**src/rtl/fbsq_pkg.sv**
```systemverilog
// Shared types, codes and sizes for the frame buffer slot queue.
package fbsq_pkg;

	// Slot numbering and counter widths.
	localparam int SLOT_W    = 3;
	localparam int MAX_SLOTS = 1 << SLOT_W;
	localparam int CNT_W     = SLOT_W + 1;
	localparam int QSIZE_W   = 4;
	localparam int CFG_IDX_W = 1;
	localparam int CFG_DAT_W = 4;

	localparam logic [QSIZE_W-1:0] QSIZE_RESET = QSIZE_W'(3);

	// Request codes.
	localparam logic [2:0] REQ_DEQUEUE = 3'd0;
	localparam logic [2:0] REQ_ENQUEUE = 3'd1;
	localparam logic [2:0] REQ_ACQUIRE = 3'd2;
	localparam logic [2:0] REQ_RELEASE = 3'd3;
	localparam logic [2:0] REQ_FLUSH   = 3'd4;

	// Result status codes.
	localparam logic [1:0] ST_OK      = 2'd0;
	localparam logic [1:0] ST_EMPTY   = 2'd1;
	localparam logic [1:0] ST_INVALID = 2'd2;

	// Where a slot currently lives.
	localparam logic [1:0] PLACE_NONE  = 2'd0;
	localparam logic [1:0] PLACE_FREE  = 2'd1;
	localparam logic [1:0] PLACE_DIRTY = 2'd2;
	localparam logic [1:0] PLACE_HELD  = 2'd3;

	// Configuration register indexes.
	localparam logic [CFG_IDX_W-1:0] CFG_SLOT_LIMIT = CFG_IDX_W'(0);
	localparam logic [CFG_IDX_W-1:0] CFG_SEQ_MODE   = CFG_IDX_W'(1);

	// Commands from the controller to the datapath.
	typedef struct packed {
		logic load;
		logic exec;
		logic drain;
		logic pop_order;
		logic push_held;
		logic capture;
	} fbsq_cmd_t;

	// Status from the datapath back to the controller.
	typedef struct packed {
		logic enq_ok;
		logic drain_hit;
	} fbsq_stat_t;

endpackage

```
**src/rtl/fbsq_ctrl.sv**
```systemverilog
// Controller state machine for the frame buffer slot queue.
module fbsq_ctrl (
	input  logic                   clk,
	input  logic                   arst_n,
	input  logic                   in_valid,
	output logic                   in_ready,
	output logic                   out_valid,
	input  logic                   out_ready,
	input  fbsq_pkg::fbsq_stat_t   stat,
	output fbsq_pkg::fbsq_cmd_t    cmd
);
	import fbsq_pkg::*;

	localparam logic [1:0] S_IDLE  = 2'd0;
	localparam logic [1:0] S_EXEC  = 2'd1;
	localparam logic [1:0] S_DRAIN = 2'd2;
	localparam logic [1:0] S_DONE  = 2'd3;

	logic [1:0] state_q;
	logic       out_valid_q;
	logic       out_free;

	// The output register can take a new result when empty or being emptied.
	assign out_free  = !out_valid_q || out_ready;
	assign in_ready  = (state_q == S_IDLE);
	assign out_valid = out_valid_q;

	// Command decode.
	always_comb begin
		cmd.load      = in_valid && (state_q == S_IDLE);
		cmd.exec      = (state_q == S_EXEC);
		cmd.drain     = (state_q == S_DRAIN);
		cmd.pop_order = (state_q == S_DRAIN) && stat.enq_ok && stat.drain_hit;
		cmd.push_held = (state_q == S_DRAIN) && stat.enq_ok && !stat.drain_hit;
		cmd.capture   = (state_q == S_DONE) && out_free;
	end

	// State register and output beat tracking.
	always_ff @(posedge clk or negedge arst_n) begin
		if (!arst_n) begin
			state_q     <= S_IDLE;
			out_valid_q <= 1'b0;
		end else begin
			if (cmd.capture) begin
				out_valid_q <= 1'b1;
			end else if (out_ready) begin
				out_valid_q <= 1'b0;
			end
			unique case (state_q)
				S_IDLE: begin
					if (in_valid) begin
						state_q <= S_EXEC;
					end
				end
				S_EXEC: begin
					state_q <= S_DRAIN;
				end
				S_DRAIN: begin
					// Stay while ordered slots keep moving to the dirty queue.
					if (!cmd.pop_order) begin
						state_q <= S_DONE;
					end
				end
				S_DONE: begin
					if (out_free) begin
						state_q <= S_IDLE;
					end
				end
				default: begin
					state_q <= S_IDLE;
				end
			endcase
		end
	end

endmodule

```
**src/rtl/fbsq_datapath.sv**
```systemverilog
// Datapath of the frame buffer slot queue: slot places, the three FIFOs and results.
module fbsq_datapath (
	input  logic                              clk,
	input  logic                              arst_n,
	input  logic                              cfg_we,
	input  logic [fbsq_pkg::CFG_IDX_W-1:0]    cfg_index,
	input  logic [fbsq_pkg::CFG_DAT_W-1:0]    cfg_data,
	input  logic [2:0]                        req_type,
	input  logic [fbsq_pkg::SLOT_W-1:0]       slot,
	input  fbsq_pkg::fbsq_cmd_t               cmd,
	output fbsq_pkg::fbsq_stat_t              stat,
	output logic [1:0]                        status,
	output logic [fbsq_pkg::SLOT_W-1:0]       out_slot,
	output logic                              newly_attached,
	output logic                              can_dequeue,
	output logic                              can_acquire,
	output logic                              acquirable_event,
	output logic                              dequeuable_event,
	output logic                              reset_event
);
	import fbsq_pkg::*;

	localparam logic [CNT_W-1:0] CNT_FULL = CNT_W'(MAX_SLOTS);

	// Configuration.
	logic [QSIZE_W-1:0] slot_limit_q;
	logic               seq_mode_q;

	// Slot bookkeeping.
	logic [1:0]        place_q [MAX_SLOTS];
	logic              mark_q  [MAX_SLOTS];
	logic [CNT_W-1:0]  attached_q;

	// FIFO storage and pointers.
	logic [SLOT_W-1:0] free_mem  [MAX_SLOTS];
	logic [SLOT_W-1:0] dirty_mem [MAX_SLOTS];
	logic [SLOT_W-1:0] order_mem [MAX_SLOTS];
	logic [SLOT_W-1:0] free_head_q, dirty_head_q, order_head_q;
	logic [CNT_W-1:0]  free_count_q, dirty_count_q, order_count_q;

	// Current request and per-request flags.
	logic [2:0]        req_q;
	logic [SLOT_W-1:0] slot_q;
	logic              mark_s_q;
	logic              enq_ok_q, rel_ok_q, rst_q;
	logic [1:0]        status_q;
	logic [SLOT_W-1:0] oslot_q;
	logic              fresh_q;

	// Output register.
	logic [1:0]        status_out_q;
	logic [SLOT_W-1:0] out_slot_q;
	logic              fresh_out_q, can_deq_out_q, can_acq_out_q;
	logic              acq_ev_out_q, deq_ev_out_q, rst_ev_out_q;

	// Combinational helpers.
	logic [SLOT_W-1:0] rd_addr;
	logic [1:0]        place_rd;
	logic              mark_rd;
	logic [CNT_W-1:0]  limit;
	logic              attach_ok;
	logic              slot_ok;
	logic [SLOT_W-1:0] free_tail, dirty_tail, order_tail, order_front;
	logic              deq_fresh, deq_ok;
	logic [SLOT_W-1:0] deq_slot;
	logic              enq_valid, acq_ok, rel_valid;
	logic              order_push, free_push_ok, dirty_push_ok;

	// Single read port on the slot tables: request slot, or order head while draining.
	always_comb begin
		order_front   = order_mem[order_head_q];
		rd_addr       = cmd.drain ? order_front : slot_q;
		place_rd      = place_q[rd_addr];
		mark_rd       = mark_q[rd_addr];
		limit         = (CNT_W'(slot_limit_q) > CNT_FULL) ? CNT_FULL : CNT_W'(slot_limit_q);
		attach_ok     = attached_q < limit;
		slot_ok       = CNT_W'(slot_q) < CNT_FULL;
		free_tail     = free_head_q + free_count_q[SLOT_W-1:0];
		dirty_tail    = dirty_head_q + dirty_count_q[SLOT_W-1:0];
		order_tail    = order_head_q + order_count_q[SLOT_W-1:0];
		free_push_ok  = free_count_q < CNT_FULL;
		dirty_push_ok = dirty_count_q < CNT_FULL;
		deq_fresh     = (free_count_q == '0) && attach_ok;
		deq_ok        = (free_count_q != '0) || attach_ok;
		deq_slot      = deq_fresh ? attached_q[SLOT_W-1:0] : free_mem[free_head_q];
		order_push    = deq_ok && seq_mode_q && (order_count_q < CNT_FULL);
		enq_valid     = slot_ok && (place_rd == PLACE_HELD);
		acq_ok        = dirty_count_q != '0;
		rel_valid     = slot_ok && (place_rd == PLACE_HELD) && !mark_rd;
	end

	assign stat.enq_ok    = enq_ok_q;
	assign stat.drain_hit = (order_count_q != '0) && (place_rd == PLACE_DIRTY);

	// Control state: configuration, slot places, marks, pointers and counts.
	always_ff @(posedge clk or negedge arst_n) begin
		if (!arst_n) begin
			slot_limit_q  <= QSIZE_RESET;
			seq_mode_q    <= 1'b0;
			for (int i = 0; i < MAX_SLOTS; i++) begin
				place_q[i] <= PLACE_NONE;
				mark_q[i]  <= 1'b0;
			end
			attached_q    <= '0;
			free_head_q   <= '0;
			dirty_head_q  <= '0;
			order_head_q  <= '0;
			free_count_q  <= '0;
			dirty_count_q <= '0;
			order_count_q <= '0;
			enq_ok_q      <= 1'b0;
			rel_ok_q      <= 1'b0;
			rst_q         <= 1'b0;
		end else begin
			if (cfg_we) begin
				if (cfg_index == CFG_SLOT_LIMIT) begin
					slot_limit_q <= cfg_data[QSIZE_W-1:0];
				end else if (cfg_index == CFG_SEQ_MODE) begin
					seq_mode_q <= cfg_data[0];
				end
			end
			if (cmd.load) begin
				enq_ok_q <= 1'b0;
				rel_ok_q <= 1'b0;
				rst_q    <= 1'b0;
			end
			if (cmd.exec) begin
				unique case (req_q)
					REQ_DEQUEUE: begin
						if (deq_ok) begin
							place_q[deq_slot] <= PLACE_HELD;
							if (deq_fresh) begin
								attached_q <= attached_q + CNT_W'(1);
							end else begin
								free_head_q  <= free_head_q + SLOT_W'(1);
								free_count_q <= free_count_q - CNT_W'(1);
							end
							if (seq_mode_q) begin
								mark_q[deq_slot] <= 1'b1;
							end
							if (order_push) begin
								order_count_q <= order_count_q + CNT_W'(1);
							end
						end
					end
					REQ_ENQUEUE: begin
						if (enq_valid) begin
							place_q[slot_q] <= PLACE_DIRTY;
							enq_ok_q        <= 1'b1;
						end
					end
					REQ_ACQUIRE: begin
						if (acq_ok) begin
							place_q[dirty_mem[dirty_head_q]] <= PLACE_HELD;
							dirty_head_q  <= dirty_head_q + SLOT_W'(1);
							dirty_count_q <= dirty_count_q - CNT_W'(1);
						end
					end
					REQ_RELEASE: begin
						if (rel_valid) begin
							place_q[slot_q] <= PLACE_FREE;
							rel_ok_q        <= 1'b1;
							if (free_push_ok) begin
								free_count_q <= free_count_q + CNT_W'(1);
							end
						end
					end
					REQ_FLUSH: begin
						for (int i = 0; i < MAX_SLOTS; i++) begin
							place_q[i] <= PLACE_NONE;
							mark_q[i]  <= 1'b0;
						end
						attached_q    <= '0;
						free_head_q   <= '0;
						dirty_head_q  <= '0;
						order_head_q  <= '0;
						free_count_q  <= '0;
						dirty_count_q <= '0;
						order_count_q <= '0;
						rst_q         <= 1'b1;
					end
					default: begin
					end
				endcase
			end
			// One ordered slot per cycle moves from the order queue to the dirty queue.
			if (cmd.pop_order) begin
				mark_q[order_front] <= 1'b0;
				order_head_q        <= order_head_q + SLOT_W'(1);
				order_count_q       <= order_count_q - CNT_W'(1);
				if (dirty_push_ok) begin
					dirty_count_q <= dirty_count_q + CNT_W'(1);
				end
			end
			// An enqueued slot that was never ordered joins the dirty tail last.
			if (cmd.push_held && !mark_s_q && dirty_push_ok) begin
				dirty_count_q <= dirty_count_q + CNT_W'(1);
			end
		end
	end

	// Payload: FIFO contents, request capture and per-request results.
	always_ff @(posedge clk) begin
		if (cmd.load) begin
			req_q    <= req_type;
			slot_q   <= slot;
			status_q <= ST_OK;
			oslot_q  <= '0;
			fresh_q  <= 1'b0;
			mark_s_q <= 1'b0;
		end
		if (cmd.exec) begin
			unique case (req_q)
				REQ_DEQUEUE: begin
					if (deq_ok) begin
						oslot_q <= deq_slot;
						fresh_q <= deq_fresh;
						if (order_push) begin
							order_mem[order_tail] <= deq_slot;
						end
					end else begin
						status_q <= ST_EMPTY;
					end
				end
				REQ_ENQUEUE: begin
					mark_s_q <= mark_rd;
					if (!enq_valid) begin
						status_q <= ST_INVALID;
					end
				end
				REQ_ACQUIRE: begin
					if (acq_ok) begin
						oslot_q <= dirty_mem[dirty_head_q];
					end else begin
						status_q <= ST_EMPTY;
					end
				end
				REQ_RELEASE: begin
					if (!rel_valid) begin
						status_q <= ST_INVALID;
					end else if (free_push_ok) begin
						free_mem[free_tail] <= slot_q;
					end
				end
				REQ_FLUSH: begin
				end
				default: begin
					status_q <= ST_INVALID;
				end
			endcase
		end
		if (cmd.pop_order && dirty_push_ok) begin
			dirty_mem[dirty_tail] <= order_front;
		end
		if (cmd.push_held && !mark_s_q && dirty_push_ok) begin
			dirty_mem[dirty_tail] <= slot_q;
		end
		// Result beat, built from the state left after the request.
		if (cmd.capture) begin
			status_out_q  <= status_q;
			out_slot_q    <= oslot_q;
			fresh_out_q   <= fresh_q;
			can_deq_out_q <= (free_count_q != '0) || attach_ok;
			can_acq_out_q <= dirty_count_q != '0;
			acq_ev_out_q  <= enq_ok_q && (dirty_count_q != '0);
			deq_ev_out_q  <= rel_ok_q && (free_count_q != '0);
			rst_ev_out_q  <= rst_q;
		end
	end

	assign status           = status_out_q;
	assign out_slot         = out_slot_q;
	assign newly_attached   = fresh_out_q;
	assign can_dequeue      = can_deq_out_q;
	assign can_acquire      = can_acq_out_q;
	assign acquirable_event = acq_ev_out_q;
	assign dequeuable_event = deq_ev_out_q;
	assign reset_event      = rst_ev_out_q;

endmodule

```
**src/rtl/frame_buffer_slot_queue.sv**
```systemverilog
// Top level of the frame buffer slot queue: controller plus datapath.
// Sequencing: a request beat is accepted, executed, then drained of ordered slots (an
// enqueue moves each ordered slot into the dirty queue, up to 8), and its result beat is captured.
// A new request is taken only once the controller has walked accept, execute, order drain
// and result capture for the last one; a stalled result holds the next request.
// Reset: arst_n clears every slot to unattached and empties all queues at once, with
// the slot limit at 3 and sequence_mode at 0; no clearing pass is needed.
module frame_buffer_slot_queue (
	input  logic                              clk,
	input  logic                              arst_n,
	input  logic                              cfg_we,
	input  logic [fbsq_pkg::CFG_IDX_W-1:0]    cfg_index,
	input  logic [fbsq_pkg::CFG_DAT_W-1:0]    cfg_data,
	input  logic                              in_valid,
	output logic                              in_ready,
	input  logic [2:0]                        req_type,
	input  logic [fbsq_pkg::SLOT_W-1:0]       slot,
	output logic                              out_valid,
	input  logic                              out_ready,
	output logic [1:0]                        status,
	output logic [fbsq_pkg::SLOT_W-1:0]       out_slot,
	output logic                              newly_attached,
	output logic                              can_dequeue,
	output logic                              can_acquire,
	output logic                              acquirable_event,
	output logic                              dequeuable_event,
	output logic                              reset_event
);
	import fbsq_pkg::*;

	fbsq_cmd_t  cmd;
	fbsq_stat_t stat;

	// Sequencing of each request.
	fbsq_ctrl u_ctrl (
		.clk       (clk),
		.arst_n    (arst_n),
		.in_valid  (in_valid),
		.in_ready  (in_ready),
		.out_valid (out_valid),
		.out_ready (out_ready),
		.stat      (stat),
		.cmd       (cmd)
	);

	// Slot state, queues and result register.
	fbsq_datapath u_datapath (
		.clk              (clk),
		.arst_n           (arst_n),
		.cfg_we           (cfg_we),
		.cfg_index        (cfg_index),
		.cfg_data         (cfg_data),
		.req_type         (req_type),
		.slot             (slot),
		.cmd              (cmd),
		.stat             (stat),
		.status           (status),
		.out_slot         (out_slot),
		.newly_attached   (newly_attached),
		.can_dequeue      (can_dequeue),
		.can_acquire      (can_acquire),
		.acquirable_event (acquirable_event),
		.dequeuable_event (dequeuable_event),
		.reset_event      (reset_event)
	);

endmodule
```
**config.mk**
```make
export PLATFORM = sky130hd
export DESIGN_NAME = frame_buffer_slot_queue
export DESIGN_NICKNAME = d
export VERILOG_FILES = /design/src/rtl/fbsq_pkg.sv /design/src/rtl/fbsq_ctrl.sv /design/src/rtl/fbsq_datapath.sv /design/src/rtl/frame_buffer_slot_queue.sv
export SDC_FILE = /design/constraint.sdc
export NUM_CORES = 1
export LEC_CHECK = 0
export BUFFER_PORTS_ARGS = -buffer_cell sky130_fd_sc_hd__buf_2
export CORE_UTILIZATION = 39
export CTS_BUF_LIST = sky130_fd_sc_hd__clkbuf_4 sky130_fd_sc_hd__clkbuf_8
export CTS_CLUSTER_SIZE = 16
export DETAILED_ROUTE_END_ITERATION = 16
export PLACE_DENSITY_LB_ADDON = 0.25
export SLEW_MARGIN = 10
export SYNTH_ARGS = -nofsm -noshare
export SYNTH_HDL_FRONTEND = slang
export SYNTH_SLANG_ARGS = --single-unit
```
**constraint.sdc**
```tcl
create_clock -name clk -period 5 [get_ports clk]
set_clock_uncertainty 0.15 [all_clocks]
set_input_delay 0.5 -clock clk [delete_from_list [all_inputs] [get_ports clk]]
set_output_delay 0.5 -clock clk [all_outputs]
set_load 0.03 [all_outputs]
```
**Word level (Yosys, flattened, before mapping)**

Memories as Yosys holds them, arrays and structs flattened.
Cells that the tools add are included.

- Register bits after elaboration: 84
- Memory bits (writable): 72
- Logic and storage cells: 269
- Memories kept: 3

- Add/sub/neg operators: 13
- Order comparisons: 14
- Eq/ne operators: 21
- Muxes and demuxes: 107
- Bitwise operators: 18
- Reductions and logical operators: 49

Memories:

| name | depth | bits a word | rd ports | clocked after Yosys merged registers in | write ports | line | source |
|---|---|---|---|---|---|---|---|
| u_datapath.dirty_mem | 8 | 3 | 1 | 0 | 1 | fbsq_datapath.sv:36 | `logic [SLOT_W-1:0] dirty_mem [MAX_SLOTS];` |
| u_datapath.free_mem | 8 | 3 | 1 | 0 | 1 | fbsq_datapath.sv:35 | `logic [SLOT_W-1:0] free_mem [MAX_SLOTS];` |
| u_datapath.order_mem | 8 | 3 | 1 | 0 | 1 | fbsq_datapath.sv:37 | `logic [SLOT_W-1:0] order_mem [MAX_SLOTS];` |

Operators by type and width:

| cell | number |
|---|---|
| $pmux 16 s5 | 1 |
| $mux 16 | 4 |
| $mux 4 | 16 |
| $mux 3 | 13 |
| $mux 1 | 38 |
| $mux 8 | 4 |
| $or 16x16->16 | 2 |
| $mux 2 | 14 |
| $and 8x8->8 | 3 |
| $not 8->8 | 3 |
| $or 8x8->8 | 3 |
| $pmux 4 s2 | 3 |
| $ge 4x4->1 const B | 5 |
| $not 3->4 | 5 |
| $logic_and 1x1->1 | 19 |
| $demux 2 s3 | 3 |
| $pmux 3 s2 | 3 |
| $add 4x1->4 const B | 4 |
| $lt 4x1->1 const B | 4 |
| $pmux 8 s2 | 1 |
| $ne 2x1->1 const B | 7 |
| $lt 4x4->1 const B | 3 |
| $pmux 4 s3 | 1 |
| $reduce_and 4->1 | 3 |
| other kinds (31) | 60 |

**Depth between registers and ports, before layout**

- Depth after elaboration: 17
- Mapped depth: 12

**Cells and area by module**

A second synthesis with hierarchy kept.

- Cell total of the unflattened synthesis: 737
- Area, all modules: 8,356.8 µm²

By module, submodules not included:

| module | instances | cells an instance | area an instance (µm²) | sequential area each (µm²) |
|---|---|---|---|---|
| fbsq_datapath | 1 | 714 | 8,102.8 | 4,241.6 |
| fbsq_ctrl | 1 | 23 | 254.0 | 75.1 |

**Worst setup path before layout**

Ideal clock, no wire load.

- Path type: register to register
- From: register u_datapath.order_head_q[0]
- To: memory u_datapath.free_mem[0][0], enable pin
- Setup time: 0.345 ns
- Arrival: 3.360 ns
- Data required time: 4.505 ns
- Setup slack: 1.145 ns
- Stages on the path, launching flop included: 10
- Buffers on the path: 1
- Clock period less this slack: 3.855 ns
- Path through: dfrtp_1 buf_6 mux2_1 mux4_2 mux2_4 a2111oi_1 nor4_2 a2111oi_2 or3b_1 nor3_1

- Cells in the longest elaborated chain, start to end: 12
- Elaborated cells between the ends (all ways): 16

RTL lines:

| what | line | source |
|---|---|---|
| start: declaration | fbsq_datapath.sv:38 | `logic [SLOT_W-1:0] free_head_q, dirty_head_q, order_head_q;` |
| start signal: assignment | fbsq_datapath.sv:189 | `order_head_q <= order_head_q + SLOT_W'(1);` |
| $mem_v2 8x3 (*) | n/a |  |
| $mux 3 (*) | fbsq_datapath.sv:72 | `rd_addr = cmd.drain ? order_front : slot_q;` |
| $not 3->4 (not written as such) (*) | fbsq_datapath.sv:73, fbsq_datapath.sv:74 |  |
| $bmux 2 s3 / $bmux 1 s3 (equally long branches) | fbsq_datapath.sv:73, fbsq_datapath.sv:74 |  |
| $mux 2 (not written as such) / $mux 1 (equally long branches) (2 in series) | fbsq_datapath.sv:73, fbsq_datapath.sv:74 |  |
| $eq 2x2->1 / $logic_not 1->1 (equally long branches) | fbsq_datapath.sv:89 | `rel_valid = slot_ok && (place_rd == PLACE_HELD) && !mark_rd;` |
| $logic_and 1x1->1 (*) | fbsq_datapath.sv:89 |  |
| $mux 1 (*) | fbsq_datapath.sv:239 | `if (!rel_valid) begin` |
| $mux 1 (*) | fbsq_datapath.sv:213 | `unique case (req_q)` |
| $mux 1 (*) | fbsq_datapath.sv:212 | `if (cmd.exec) begin` |
| $mux 1 (not written as such) (*) | fbsq_datapath.sv:242 | `free_mem[free_tail] <= slot_q;` |
| end: declaration | fbsq_datapath.sv:35 |  |

Mark *: on every way between the ends. The rest lies on a longest branch, timed or not. The select of a mux whose other input is x is not followed.

**Worst setup path after layout**

- From: register u_datapath.order_head_q[0]
- To: memory u_datapath.free_mem[0][1], enable pin

Same word-level chain as after synthesis.

==> flow_summary.toml <==
[placement]
io_buffers = 28
place_congestion = 0.9205
placed_area_mm2 = 0.008861
dp.final_hpwl_mm = 16.03

[cts]
cts_hold_buf = 0
clkTransAtPathRegs_ns = 0.10
cts_sinks = 156
cts_setup_buffers = 0
cts_buffer_depth = 2
numCtsBuffers = 17
worstSkewPairLatency_ns = 0.46
cts_tree = "yes"
ctsHtreeMaxLevel = 4
ctsResizeCount = 0
root_buffer = "clkbuf_8"

[setup_path]
worst_ep_required_time_ns = 4.97
worstPathArrival_ns = 4.48
startpoint_type = "register"
crit_type = "reg2reg"
worstPathMaxFanout = 16
endpoint_kind = "register"

[layout]
drive_above_1_share_pct = 16.81
antenna_cells = 0
syn2layout_area_growth_pct = 10.20
stdcell_area_mm2 = 0.009233
layout.nets = 819

[logic_synthesis]
synth_seq_area_share_pct = 51.52
avgSynthCellArea_um2 = 11.26
syn_nets = 785
synth.distinct_cells = 73
ys_warn_count = 0
ys_ff_latch = 156
synth.most_common_cell = "edfxtp_1"
synth_area_mm2 = 0.008378
synthFlopType = "edfxtp_1"
synth_cells = 744
synth_commonest_cells = "89 x edfxtp_1, 74 x nand2_1, 72 x nor2_1, 58 x dfrtp_1, 31 x mux2i_1"
synth_edf_count = 89
synthArstFlopShare_pct = 38.46
synth_top_area_share_pct = 31.90
netlist_top_cells_area = "edfxtp_1 32%, dfrtp_1 17%, mux4_2 3.8%"
yosysTopAreaCell = "edfxtp_1"

[route]
ant_nets = 0
wl_per_cell_um = 20.54
drtIter0Drc = 572
drc = 0
num_vias = 6232
viasPerCell = 5.846
drt_pass1_iterations = 6
wl_mm = 21.89

[power]
p_int_w = 0.002777
switching_share_pct = 42.03
switchingPower_w = 0.002014
power.share.combinational_pct = 40.3
clkPwrFrac_pct = 19.0
p_leak_nw = 3.508
peakVddDrop_mv = 0.2156
powerDensity_mw_per_mm2 = 518.9
pwr-share-seq_pct = 40.8

[global_route]
track_usage_pct = 20.69
grt_max_degree = 61
grt_pass1_wl_mm = 34.34
grt_overflow = 0
grt_antenna_before_repair = 0
grt_pass1_vias = 6231

[run]
drv_cap = 0

[timing]
finalHoldViolCount = 0
min_period_ns = 4.513
grt_setup_unrepaired = "no"
tns_ns = 0
finalCritPeriodShare_pct = 90.26
maxSlewHeadroom_pct = 38.41
fmax_ghz = 0.2216
final-setup-viol-count = 0
slew_violations = 0
tightest_slew_ns = 0.9154

[min_path]
hp-class = "in2reg"

[die]
pin_count = 29
rows = 53
initial_utilization_pct = 39.85
coreArea_mm2 = 0.02102
die_x_um = 148.6
fp.dieArea_mm2 = 0.02207
die_y_um = 148.6

[outcome]
status = "finished, final reports clean"
cell usage in the layout, fill, tap and decap left out, types with 9 or more instances in the layout:
cell type,synthesis,routed
edfxtp_1,89,89
nand2_1,74,74
nor2_1,72,72
dfrtp_1,58,58
mux2i_1,31,31
o21ai_0,30,30
nor3_1,28,28
buf_2,1,28
inv_1,27,27
mux2_2,26,26
a21oi_1,25,25
ha_1,21,21
nand2b_1,17,17
clkbuf_8,0,17
and2_1,15,15
buf_4,0,15
mux4_2,14,14
a31oi_1,14,14
nand3_1,13,13
xnor2_1,10,10
a211oi_1,10,10
nor2b_1,9,9
per-layer routing:
| layer | routed length (um) | vias up | track usage [%] |
|---|---|---|---|
| met2 | 10740 | 184 | 33.71 |
| met1 | 9550 | 3137 | 27.07 |
| met5 | 0 | - | 0 |
| met3 | 1001 | 40 | 3.466 |
| li1 | - | 2871 | - |
| met4 | 601 | 0 | 9.072 |
cell families (layout without fill, tap and decap cells):
group	after synthesis	in the layout	share of synthesized area (%)
DFF	156	156	51.52
xor gates and xnor gates	13	13	1.359
buffers and inverters	56	103	2.613
adders and majority gates	25	25	4.092
AOI/OAI and AO/OA	161	161	14.04
and+or+nand+nor	255	255	14.38
muxes	78	78	11.99
power by group through the flow:
stage	registers, W	logic [W]	clock network (W)
after floorplan	0.00189	0.00140	0
after global placement	0.00196	0.00184	0
after detailed placement	0.00197	0.00191	0
after CTS	0.00195	0.00191	0.000926
after global routing	0.00199	0.00209	0.000975
final	0.00195	0.00193	0.000909
cell type report:
cell class | count | area, um^2
clock buffer | 18 | 241.5
clock inverter | 14 | 130.1
fill | 1918 | 11790
inverter | 28 | 105.1
multi-input combinational | 532 | 3842
sequential | 156 | 4317
tap | 275 | 344.1
timing repair buffer | 43 | 252.7
critical path, cell delays in order (launching register included):
cell and delay (ns):
dfrtp_1 0.76, mux2_2 0.41, mux4_2 0.55, mux2_2 0.31, a2111oi_0 0.47, nor4_2 0.18, a2111oi_2 0.52, or3b_1 0.47
nor3_1 0.36
path summary, 6_finish.rpt:
path / startpoint / endpoint / slack [ns] / cells past startpoint
max: u_datapath.order_head_q[0] / u_datapath.free_mem[0][1] / 0.49 / 8
min: slot[1] / u_datapath.slot_q[1] / 0.06 / 1
max reg2reg: u_datapath.order_head_q[0] / u_datapath.free_mem[0][1] / 0.49 / 8
min reg2reg: u_datapath.status_q[0] / u_datapath.status[0] / 0.29 / 0
max in group asynchronous: arst_n / u_datapath.dirty_count_q[1] / 4.08 / 2
min in group asynchronous: arst_n / u_datapath.order_head_q[0] / 0.07 / 2
stage by stage:
step | total power (W) | utilization [%] | std cells | worst slack [ns] | hold slack (ns)
global placement | 0.003800 | 42.15 | 1034 | 0.5978 | 0.2660
floorplan | 0.003288 | - | 744 | 1.145 | 0.05441
detailed placement | 0.003882 | 42.15 | 1034 | 0.4940 | 0.2718
finish | 0.004791 | 43.92 | 1066 | 0.4870 | 0.06377
global route | 0.005058 | 43.92 | 1066 | 0.2251 | 0.03988
CTS | 0.004790 | 43.92 | 1066 | 0.4761 | 0.04416
sequential cells by signal, summed over array words and instances, names as in the netlist, 4 cells and up:
register,cells
u_datapath.place_q,16
u_datapath.order_count_q,4
u_datapath.order_mem,24
u_datapath.free_mem,24
u_datapath.free_count_q,4
u_datapath.dirty_mem,24
u_datapath.slot_limit_q,4
u_datapath.mark_q,8
u_datapath.dirty_count_q,4
u_datapath.attached_q,4
Note: power is estimated with default switching activity, not from simulation.
